==> config.mk <==
export PLATFORM = sky130hd
export DESIGN_NAME = lcd_glyph_bitmap_draw_engine_unit
export DESIGN_NICKNAME = d
export VERILOG_FILES = /design/src/sv/lgb_pkg.sv /design/src/sv/lcd_glyph_bitmap_draw_engine_unit.sv
export VERILOG_INCLUDE_DIRS = /design/src /design/src/sv
export SDC_FILE = /design/constraint.sdc
export NUM_CORES = 1
export LEC_CHECK = 0
export ABC_CLOCK_PERIOD_IN_PS = 9020
export BUFFER_PORTS_ARGS = -buffer_cell sky130_fd_sc_hd__buf_2
export CAP_MARGIN = 20
export CORE_MARGIN = 3
export CORE_UTILIZATION = 62
export DETAILED_ROUTE_END_ITERATION = 8
export PLACE_DENSITY = 0.79
export SLEW_MARGIN = 40
export SYNTH_ARGS = -nofsm -noshare
export SYNTH_HDL_FRONTEND = slang
export SYNTH_SLANG_ARGS = --single-unit
==> constraint.sdc <==
create_clock -name clk_i -period 9.02 [get_ports clk_i]
set_input_delay 2.706 -clock clk_i [delete_from_list [all_inputs] [get_ports clk_i]]
set_output_delay 2.706 -clock clk_i [all_outputs]
set_load 0.01 [all_outputs]
==> src/sv/lcd_glyph_bitmap_draw_engine_unit_macros.svh <==
// Assertion macros for the glyph bitmap draw engine.
// No dependencies.
`ifndef LCD_GLYPH_BITMAP_DRAW_ENGINE_UNIT_MACROS_SVH
`define LCD_GLYPH_BITMAP_DRAW_ENGINE_UNIT_MACROS_SVH
`define LGB_ASSERT(lbl, clk, rstn, prop, msg) \
  lbl: assert property (@(posedge clk) disable iff (!rstn) prop) else $error(msg);
`define LGB_ASSERT_NR(lbl, clk, prop, msg) \
  lbl: assert property (@(posedge clk) prop) else $error(msg);
`endif

==> src/sv/lgb_pkg.sv <==
// Shared command codes for the glyph bitmap draw engine.
// No dependencies.
package lgb_pkg;
  typedef enum logic [2:0] {
    K_CLEAR = 3'd0, K_PIXEL = 3'd1, K_LINE = 3'd2, K_RECT = 3'd3,
    K_FILL = 3'd4, K_INVERT = 3'd5, K_REFRESH = 3'd6, K_NONE = 3'd7
  } kind_e;
endpackage

==> src/sv/lcd_glyph_bitmap_draw_engine_unit.sv <==
// Top level of the glyph bitmap draw engine: sequencer, row memory, glyph emitter.
// Depends on lgb_pkg and the macros header.
//
// Channel | Dir | Beat
// s_axis  | in  | tuser: kind[2:0]; tdata: x_start[4:0] y_start[8:5] x_end[13:9]
//         |     |        y_end[17:14] color[18] refresh[19]
// m_axis  | out | tdata: glyph_index[2:0] glyph_row[5:3] row_bits[10:6]; tlast = last
//
// One command at a time; s_axis_tready is high only while idle.
// Reset runs a clearing sweep of the rows, one per cycle (16 by default), before the first beat.
// Clear and invert sweep the rows the same way, then emit.
// Pixels, lines and outline sides take a setup state per segment, then visit each pixel with a
// memory read, then write back; a filled rectangle visits each of its pixels the same way, row by row.
// A refresh emits 2*GLYPHS_ACROSS*GLYPH_HEIGHT beats, each read in S_EMIT and sent from S_WAIT; a stall holds it.
`include "lcd_glyph_bitmap_draw_engine_unit_macros.svh"
module lcd_glyph_bitmap_draw_engine_unit
  import lgb_pkg::*;
#(
  parameter int GLYPH_WIDTH   = 5,
  parameter int GLYPH_HEIGHT  = 8,
  parameter int GLYPHS_ACROSS = 4
) (
  input  logic        clk_i,
  input  logic        rst_ni,
  input  logic        s_axis_tvalid,
  output logic        s_axis_tready,
  input  logic [2:0]  s_axis_tuser,  // kind
  input  logic [23:0] s_axis_tdata,  // x_start, y_start, x_end, y_end, color, refresh
  output logic        m_axis_tvalid,
  input  logic        m_axis_tready,
  output logic [15:0] m_axis_tdata,  // glyph_index, glyph_row, row_bits
  output logic        m_axis_tlast
);
  localparam int BW = GLYPH_WIDTH * GLYPHS_ACROSS;
  localparam int BH = GLYPH_HEIGHT * 2;
  localparam int YW = $clog2(BH);
  localparam int GC = GLYPHS_ACROSS * 2;
  localparam int GRW = $clog2(GLYPH_HEIGHT);
  localparam int GXW = (GLYPHS_ACROSS > 1) ? $clog2(GLYPHS_ACROSS) : 1;

  localparam logic [3:0] S_INIT = 4'd0, S_IDLE = 4'd1, S_SWEEP = 4'd2,
    S_RD = 4'd3, S_WR = 4'd4, S_EMIT = 4'd5, S_WAIT = 4'd6, S_NEXT = 4'd7;

  logic [BW-1:0] mem [BH];
  logic [BW-1:0] rdata_q;
  logic [3:0]    st_q;
  logic [YW-1:0] row_q;
  logic [2:0]    kind_q;
  logic          color_q, emit_q;
  logic [1:0]    seg_q;
  logic signed [6:0] x_q, y_q, x1_q, y1_q, err_q, dx_q, dy_q;
  logic signed [6:0] sx_q, sy_q;
  logic signed [6:0] xs_q, ys_q, xe_q, ye_q, xl_q, fx_q;
  logic [2:0]    gi_q;
  logic [GRW-1:0] gr_q;

  wire [2:0] in_kind = s_axis_tuser;
  wire in_refresh = s_axis_tdata[19];
  assign s_axis_tready = (st_q == S_IDLE);
  wire acc = s_axis_tvalid && s_axis_tready;

  // pixel target in range
  wire on_bmp = (x_q >= 0) && (x_q < BW) && (y_q >= 0) && (y_q < BH);
  wire [YW-1:0] y_idx = y_q[YW-1:0];

  logic signed [7:0] e2;
  assign e2 = {err_q, 1'b0};

  // emit read: glyph row maps to bitmap row
  wire [YW-1:0] emit_row = YW'((gi_q >= GC/2 ? GLYPH_HEIGHT : 0) + gr_q);
  logic [GXW-1:0] gx;
  assign gx = GXW'((gi_q >= 3'(GLYPHS_ACROSS)) ? gi_q - 3'(GLYPHS_ACROSS) : gi_q);

  logic [4:0] bits;
  always_comb begin
    bits = '0;
    for (int k = 0; k < GLYPH_WIDTH; k++)
      if (GLYPH_WIDTH - 1 - k < 5) bits[GLYPH_WIDTH-1-k] = rdata_q[gx*GLYPH_WIDTH + k];
  end

  logic mem_we;
  logic [YW-1:0] mem_wa, mem_ra;
  logic [BW-1:0] mem_wd;
  always_comb begin
    mem_we = 1'b0;
    mem_wa = row_q;
    mem_wd = '0;
    mem_ra = emit_row;
    if (st_q == S_INIT) begin
      mem_we = 1'b1;
    end else if (st_q == S_SWEEP) begin
      mem_we = 1'b1;
      mem_wd = (kind_q == K_INVERT) ? ~rdata_q : '0;
    end else if (st_q == S_WR && on_bmp) begin
      mem_we = 1'b1;
      mem_wa = y_idx;
      mem_wd = rdata_q;
      mem_wd[x_q[4:0]] = color_q;
    end
    if (st_q == S_RD) mem_ra = y_idx;
    if (st_q == S_IDLE) mem_ra = '0;
    if (st_q == S_SWEEP) mem_ra = last_row ? '0 : row_q + 1'b1;
  end

  always_ff @(posedge clk_i) begin
    if (mem_we) mem[mem_wa] <= mem_wd;
    rdata_q <= mem[mem_ra];
  end

  wire last_row = (row_q == YW'(BH-1));
  wire at_end = (x_q == x1_q) && (y_q == y1_q);
  wire out_fire = m_axis_tvalid && m_axis_tready;
  wire out_stall = m_axis_tvalid && !m_axis_tready;
  wire last_gi = (m_axis_tdata[2:0] == 3'(GC-1));

  function automatic logic signed [6:0] absd(logic signed [6:0] a, logic signed [6:0] b);
    return (a > b) ? a - b : b - a;
  endfunction

  task automatic start_line(input logic signed [6:0] a, input logic signed [6:0] b,
                            input logic signed [6:0] c, input logic signed [6:0] d);
    x_q <= a; y_q <= b; x1_q <= c; y1_q <= d;
    dx_q <= absd(a, c); dy_q <= absd(b, d);
    err_q <= absd(a, c) - absd(b, d);
    sx_q <= (a < c) ? 7'sd1 : -7'sd1;
    sy_q <= (b < d) ? 7'sd1 : -7'sd1;
  endtask

  always_ff @(posedge clk_i or negedge rst_ni) begin
    if (!rst_ni) begin
      st_q <= S_INIT; row_q <= '0; m_axis_tvalid <= 1'b0; kind_q <= K_NONE;
      emit_q <= 1'b0; seg_q <= '0; gi_q <= '0; gr_q <= '0;
    end else begin
      unique case (st_q)
        S_INIT: begin
          row_q <= row_q + 1'b1;
          if (last_row) begin st_q <= S_IDLE; row_q <= '0; end
        end
        S_IDLE: if (acc) begin
          kind_q  <= in_kind;
          color_q <= s_axis_tdata[18];
          emit_q  <= in_refresh || in_kind == K_CLEAR || in_kind == K_INVERT
                     || in_kind == K_REFRESH;
          xs_q <= 7'(s_axis_tdata[4:0]);   ys_q <= 7'(s_axis_tdata[8:5]);
          xe_q <= 7'(s_axis_tdata[13:9]);  ye_q <= 7'(s_axis_tdata[17:14]);
          seg_q <= '0; row_q <= '0; gi_q <= '0; gr_q <= '0;
          unique case (in_kind)
            K_CLEAR, K_INVERT: st_q <= S_SWEEP;
            K_PIXEL, K_LINE, K_RECT, K_FILL: st_q <= S_NEXT;
            default: st_q <= (in_refresh || in_kind == K_REFRESH) ? S_EMIT : S_IDLE;
          endcase
        end
        S_SWEEP: begin
          // rdata_q holds row_q: it was read as the next row in the previous cycle
          row_q <= row_q + 1'b1;
          if (last_row) begin st_q <= S_EMIT; row_q <= '0; end
        end
        S_NEXT: begin
          // set up the next segment
          st_q <= S_RD;
          unique case (kind_q)
            K_PIXEL: start_line(xs_q, ys_q, xs_q, ys_q);
            K_LINE:  start_line(xs_q, ys_q, xe_q, ye_q);
            K_RECT: begin
              unique case (seg_q)
                2'd0: start_line(xs_q, ys_q, xe_q, ys_q);
                2'd1: start_line(xs_q, ye_q, xe_q, ye_q);
                2'd2: start_line(xs_q, ys_q, xs_q, ye_q);
                default: start_line(xe_q, ys_q, xe_q, ye_q);
              endcase
            end
            default: begin
              xl_q <= (xs_q < xe_q) ? xs_q : xe_q;
              fx_q <= (xs_q < xe_q) ? xe_q : xs_q;
              start_line((xs_q < xe_q) ? xs_q : xe_q, (ys_q < ye_q) ? ys_q : ye_q,
                         (xs_q < xe_q) ? xs_q : xe_q, (ys_q < ye_q) ? ye_q : ys_q);
            end
          endcase
        end
        S_RD: st_q <= S_WR;
        S_WR: begin
          st_q <= S_RD;
          if (kind_q == K_FILL) begin
            if (x_q == fx_q) begin
              if (y_q == y1_q) st_q <= emit_q ? S_EMIT : S_IDLE;
              else begin x_q <= xl_q; y_q <= y_q + 7'sd1; end
            end else x_q <= x_q + 7'sd1;
          end else if (at_end) begin
            if (kind_q == K_RECT && seg_q != 2'd3) begin
              seg_q <= seg_q + 1'b1; st_q <= S_NEXT;
            end else st_q <= emit_q ? S_EMIT : S_IDLE;
          end else begin
            if (e2 > -dy_q && e2 < dx_q) err_q <= err_q - dy_q + dx_q;
            else if (e2 > -dy_q) err_q <= err_q - dy_q;
            else if (e2 < dx_q) err_q <= err_q + dx_q;
            if (e2 > -dy_q) x_q <= x_q + sx_q;
            if (e2 < dx_q) y_q <= y_q + sy_q;
          end
        end
        S_EMIT: begin
          // read issued this cycle with emit_row; data next cycle
          st_q <= S_WAIT;
        end
        S_WAIT: begin
          if (!m_axis_tvalid || out_fire) begin
            m_axis_tvalid <= 1'b1;
            m_axis_tdata <= {5'd0, bits, 3'(gr_q), gi_q};
            m_axis_tlast <= (gi_q == 3'(GC-1)) && (gr_q == GRW'(GLYPH_HEIGHT-1));
            if ((gi_q == 3'(GC-1)) && (gr_q == GRW'(GLYPH_HEIGHT-1))) st_q <= S_IDLE;
            else begin
              st_q <= S_EMIT;
              if (gr_q == GRW'(GLYPH_HEIGHT-1)) begin gr_q <= '0; gi_q <= gi_q + 1'b1; end
              else gr_q <= gr_q + 1'b1;
            end
          end
        end
        default: st_q <= S_IDLE;
      endcase
      if (out_fire && !(st_q == S_WAIT)) m_axis_tvalid <= 1'b0;
    end
  end

  `LGB_ASSERT(a_no_take_busy, clk_i, rst_ni, (st_q != S_IDLE) |-> !s_axis_tready, "ready while busy")
  `LGB_ASSERT(a_last_valid, clk_i, rst_ni, m_axis_tlast && m_axis_tvalid |-> last_gi, "last on wrong glyph")
  `LGB_ASSERT(a_hold, clk_i, rst_ni, out_stall |=> m_axis_tvalid && $stable(m_axis_tdata), "beat changed")
endmodule
# Word-level counts from Yosys, hierarchy flattened
# Memories as Yosys holds them, arrays and structs flattened. A register that Yosys moved wholly into a read port is not among the register bits.
# Index checks and enable logic that the tools add are counted.
# op_classes
n_addsub,36
n_reduce_logical,49
bitwise,2
n_mux,115
mul,1
eq_ne,44
order_cmp,26
# op_table
op,n
7-bit 2-to-1 mux,26
7-bit case mux with 3 select lines,6
7-bit case mux with 2 select lines,7
20-bit 2-to-1 mux,4
4-bit 2-to-1 mux,18
3-bit 2-to-1 mux,14
4-bit case mux with 8 select lines,1
4-bit by 4-bit subtractor with 5-bit output,6
5-bit by 5-bit subtractor with 6-bit output,5
7-bit adder,4
1-bit binary-select mux with 5-bit select,5
"6-bit < comparator, second input constant",4
"3-bit == test, second input constant",7
7-bit == test,3
6-bit by 7-bit subtractor with 7-bit output,3
20-bit bitwise mux,1
5-bit < comparator,4
5-bit 2-to-1 mux,4
20-bit NOT,1
5-bit AND reduction,4
"2-bit inequality test, second input constant",9
3-bit case mux with 2 select lines,3
"4-bit by 3-bit == test with 1-bit output, second input constant",4
4-bit < comparator,4
59 further kinds,126
# word_totals
out_inout_bits,19
reg_bits,129
mem_count,1
inputBits,31
ram_bits,320
wordCells,300
# mem_list
name,depth,width,rd,rd_clocked_by_memory_dff,wr,line,source
mem,16,20,1,1,1,lcd_glyph_bitmap_draw_engine_unit.sv:44,logic [BW-1:0] mem [BH];

# Longest topological paths before layout
# depth
depth_word,10
ltp_mapped,19
ltp_nobuf,18

# Worst setup path after synthesis
# Ideal clock, no wire load.
# synth_timing
kind,input port to flip-flop
startpoint,input rst_ni
endpoint,"register y_q[0], enable pin"
setup_time_ns,0.375
arrival_ns,4.413
slack_ns,4.232
n_path_buf,0
required_time_ns,8.645
cell_stages,4
cell_sequence,nand2_1 -> nor2_1 -> a21oi_1 -> a31oi_1
# synth_between
elab_chain_cells,1
# synth_rtl
element,line,source
"start, declared",lcd_glyph_bitmap_draw_engine_unit.sv:24,"input logic rst_ni,"
6-bit AND reduction (no source line),--,
"end signal, assigned",lcd_glyph_bitmap_draw_engine_unit.sv:186,else begin x_q <= xl_q; y_q <= y_q + 7'sd1; end
"end signal, assigned",lcd_glyph_bitmap_draw_engine_unit.sv:197,if (e2 < dx_q) y_q <= y_q + sy_q;
"end, declared",lcd_glyph_bitmap_draw_engine_unit.sv:51,"logic signed [6:0] x_q, y_q, x1_q, y1_q, err_q, dx_q, dy_q;"
# Every way passes these cells.
# A chain may end at the register's enable or synchronous reset.

# Final worst setup path
# layout_timing
startpoint,register xs_q[0]
endpoint,"register err_q[5], data pin"
# layout_between
elab_chain_cells,6
word_cells_on_any_way,17
cone_classes,add/sub (10); order compare (2); mux (5)
# layout_rtl
element,line,source
"start, declared",lcd_glyph_bitmap_draw_engine_unit.sv:53,"logic signed [6:0] xs_q, ys_q, xe_q, ye_q, xl_q, fx_q;"
"start signal, assigned",lcd_glyph_bitmap_draw_engine_unit.sv:144,xs_q <= 7'(s_axis_tdata[4:0]); ys_q <= 7'(s_axis_tdata[8:5]);
"5-bit < comparator, or another cell as far along","lcd_glyph_bitmap_draw_engine_unit.sv:175, lcd_glyph_bitmap_draw_engine_unit.sv:176",
5-bit 2-to-1 mux or 7-bit 2-to-1 mux (tied branches),"lcd_glyph_bitmap_draw_engine_unit.sv:175, lcd_glyph_bitmap_draw_engine_unit.sv:176, lcd_glyph_bitmap_draw_engine_unit.sv:117",
5-bit by 5-bit subtractor with 6-bit output or 7-bit by 5-bit subtractor with 7-bit output (tied branches),"lcd_glyph_bitmap_draw_engine_unit.sv:117, lcd_glyph_bitmap_draw_engine_unit.sv:124",
6-bit by 7-bit subtractor with 7-bit output or 7-bit case mux with 3 select lines (tied branches),"lcd_glyph_bitmap_draw_engine_unit.sv:124, lcd_glyph_bitmap_draw_engine_unit.sv:165",
7-bit case mux with 3 select lines *,lcd_glyph_bitmap_draw_engine_unit.sv:161,unique case (kind_q)
7-bit case mux with 2 select lines *,lcd_glyph_bitmap_draw_engine_unit.sv:134,unique case (st_q)
"end signal, assigned",lcd_glyph_bitmap_draw_engine_unit.sv:193,if (e2 > -dy_q && e2 < dx_q) err_q <= err_q - dy_q + dx_q;
"end signal, assigned",lcd_glyph_bitmap_draw_engine_unit.sv:194,else if (e2 > -dy_q) err_q <= err_q - dy_q;
"end signal, assigned",lcd_glyph_bitmap_draw_engine_unit.sv:195,else if (e2 < dx_q) err_q <= err_q + dx_q;
"end, declared",lcd_glyph_bitmap_draw_engine_unit.sv:51,
# Every way passes the cells marked *; elsewhere a longest branch is shown, timed or not.

==> metrics.md <==
| Metric | Value |
|---|---|
| Clock Latency Late Sink | `0.58 ns` |
| Nature of the critical path endpoint | `flop` |
| Top-Level Pins | `50` |
| Total Routing Usage GR | `0.275` |
| CP peak stage delay | `0.59 ns` |
| Design Area, Final | `25,000 µm²` |
| Status | `finished clean` |
| Largest net degree at the start of global routing | `161` |
| Die Y | `198 µm` |
| Row count | `69` |
| Crit path required time | `9.34 ns` |
| Antenna Violating Nets Remaining | `0` |
| Most frequent cells in the layout | `edfxtp_1 (404), nand2_1 (260), a21oi_1 (126)` |
| PD cells | `327 nW/µm²` |
| Post-DP HPWL | `33,600 µm` |
| Area of the core | `35,900 µm²` |
| Relative slew slack | `0.427` |
| Antenna violations before repair | `0` |
| WL/cell | `21.6 µm` |
| Starting density of the core | `0.634` |
| Register Area | `13,000 µm²` |
| H-tree depth | `2` |
| Detailed Routing Iterations Pass 1 | `7` |
| RSZ-0062 raised after global routing | `no` |
| Worst ir drop on vdd | `0.000313 V` |
| Setup_tns | `0 ns` |
| Antenna cell count | `0` |
| Place WS | `3.96 ns` |
| WHS Endpoint | `m_axis_tdata[4]` |
| WS Path Type | `flop to flop` |
| Yosys warnings | `0` |
| Area of the multi-input gates | `9110 µm²` |
| FFs w/ async S/R, synth | `0.0450` |
| Largest family of logic cells by synthesized area | `compound AO/OA/AOI/OAI gates` |
| Nets | `2,128` |
| Worst slew pin tran | `0.859 ns` |
| Average size of a mapped cell | `11.5 µm²` |
| Die X-Extent | `198 µm` |
| First-pass GRT wire length | `84,000 µm` |
| Top cell type's share of synthesized area | `0.533` |
| Share of layout cells above drive strength 1 | `0.103` |
| CTS Hold Bufs | `0` |
| Most common cell after layout, fill and taps aside | `edfxtp_1` |
| Post-CTS Setup Bufs | `0` |
| F_max | `0.215 GHz` |
| Post-synthesis cell count | `1,988` |
| Path depth of the worst reg2reg path | `17` |
| Placer Congestion | `0.929` |
| Post-synthesis compound-gate area fraction | `0.165` |
| CTS clk-pin slew, worst paths | `0.06 ns` |
| Synth top area cells | `edfxtp_1 (53%), ha_1 (5.0%), nand2_1 (4.3%)` |
| Die ar. | `39,100 µm²` |
| Fin crit share | `0.515` |
| Area share of fa/ha/maj cells after synthesis | `0.0588` |
| Launch point of the worst hold path | `gr_q[1]` |
| Vias per cell | `6.48` |
| Hold Crit Class | `flop to flop` |
| CTS Root Cell | `clkbuf_16` |
| Initial DRC count | `1,582` |
| RR Endpoint | `err_q[5]` |
| Synth area leader | `edfxtp_1` |
| EDFF count, synth | `404` |
| Most used DFF post-synth | `edfxtp_1` |
| Crit path cell chain | `inv_1 -> ha_1 -> inv_1 -> fa_1 -> a211oi_1 -> o31a_1 -> nor2_4 -> mux2_1 -> o21a_1 -> xnor2_1 -> ha_1 -> a21o_1 -> a21oi_1 -> xnor2_1 -> a21oi_1 -> o21ai_0 -> o21a_1` |
| Post-synthesis sequential area ratio | `0.572` |
| Crit-path max FO | `18` |
| Data arrival, critical path | `4.97 ns` |
| Fin. Hold Viols | `0` |
| Post-CTS resize count | `0` |
| DP Area | `23,500 µm²` |
| Final setup fails | `0` |
| Total routed wirelength | `53,900 µm` |
| Flops & latches, synth | `444` |
| Setup ws final | `4.37 ns` |
| Pleak | `0.00897 µW` |
| Vias in the first global route | `15,677` |
| Total CTS buffers | `44` |
| Buffers on Ports | `40` |
| Hold path depth | `0` |
| Post-synthesis mux area share | `0.0300` |
| CTS max path bufs | `3` |
| Worst R2R Start | `xs_q[0]` |
| Yosys cell types | `79` |
| Vias post-DR | `16,154` |
| Fraction of synthesized cell area in xor and xnor cells | `0.0264` |
| CP max stage cell | `o31a_1` |
| Overflow after GRT | `0` |
| Min Tclk post-route | `4.65 ns` |
| Setup crit start kind | `flop` |
| P&R area growth vs syn | `9.85%` |
| Post-Syn Area | `22,800 µm²` |
| Clock Sinks | `444` |
| MaxCap Viol Count | `0` |
| Final Skew | `0.0148 ns` |
| Fillers | `2,459` |
| DRC viols | `0` |
| CTS tree | `yes` |
| Reg2reg setup slack | `4.37 ns` |
| Synth Area in Simple Gates | `0.114` |
| Final Max Tran Viols | `0` |
-- registers in the layout, indices dropped and copies added (netlist names), 2 cells and up --
name and flops:
kind_q 3, xl_q 5, y1_q 4, st_q 3
ye_q 4, gi_q 3, fx_q 5, rdata_q 20
xs_q 5, ys_q 4, row_q 4, x1_q 5
x_q 7, err_q 7, seg_q 2, xe_q 5
m_axis_tdata 11, mem 320, gr_q 3, dx_q 6
y_q 7, dy_q 5
-- final cells by class --
| type | instances | share of cell area |
|---|---|---|
| Clock buffer | 57 | 0.0493 |
| Timing Repair Buffer | 75 | 0.0193 |
| Sequential cell | 444 | 0.521 |
| Multi-Input combinational cell | 1353 | 0.364 |
| Clock inverter | 25 | 0.0114 |
| Tap cell | 461 | 0.0231 |
| Inverter | 78 | 0.0117 |
-- routing by layer --
metal,global-route usage,wire [µm],vias to the layer above
met5,0,0,-
met4,0.107,1920,0
met3,0.0491,4690,139
met2,0.443,25100,759
met1,0.378,22200,7829
li1,-,-,7427
-- worst max-delay path, delay by kind of cell, from the launching register on --
kind	cells	cell delay, ns
AO/OA/AOI/OAI	8	1.90
XOR/XNOR	2	0.43
adder cells (fa/ha/maj)	3	0.91
buffers and inverters	2	0.18
flip-flops	1	0.45
multiplexers	1	0.38
AND/OR/NAND/NOR	1	0.14
-- per-stage QoR --
step	total power, µW	utilization	cells	hold WS [ns]
2_1_floorplan	5360	-	1992	0.472
3_3_place_gp	6110	0.653	2410	0.501
3_5_place_dp	6250	0.654	2410	0.523
4_1_cts	8150	0.696	2492	0.550
5_1_grt	8650	0.697	2493	0.564
6_report	8180	0.697	2493	0.549
-- worst max-delay path by stage --
stage                 start       end  slack (ns)  cells past startpoint
floorplan            rst_ni    y_q[0]        4.23                      4
detailed placement   rst_ni  err_q[6]        3.96                      6
CTS                 xs_q[0]  err_q[5]        4.42                     17
global placement     rst_ni  err_q[4]        4.01                      6
global route        xs_q[0]  err_q[4]        4.09                     16
finish              xs_q[0]  err_q[5]        4.37                     17
-- where the power goes --
group          switching [µW]  internal [µW]
clock network             775           1120
registers                 268           2700
logic                    2110           1210
-- kinds of logic (layout without fill, tap and decap cells) --
| group | count (synthesis) | after routing |
|---|---|---|
| buffers and inverters | 195 | 235 |
| XOR/XNOR | 67 | 67 |
| adder cells (fa/ha/maj) | 101 | 101 |
| other | 1 | 5 |
| multiplexers | 51 | 51 |
| AND/OR/NAND/NOR | 561 | 561 |
| flip-flops | 444 | 444 |
| AO/OA/AOI/OAI | 568 | 568 |
-- synthesized netlist by cell type (all sizes together) (24+ instances only) --
master / count
a211oi: 110
a21o: 24
a21oi: 127
a311oi: 40
a31oi: 58
and2: 88
buf: 29
clkbuf: 88
edfxtp: 404
ha: 91
inv: 77
mux2i: 29
nand2: 260
nor2: 106
o21a: 26
o21ai: 95
xnor2: 44
(Power assumes the default switching activity.)
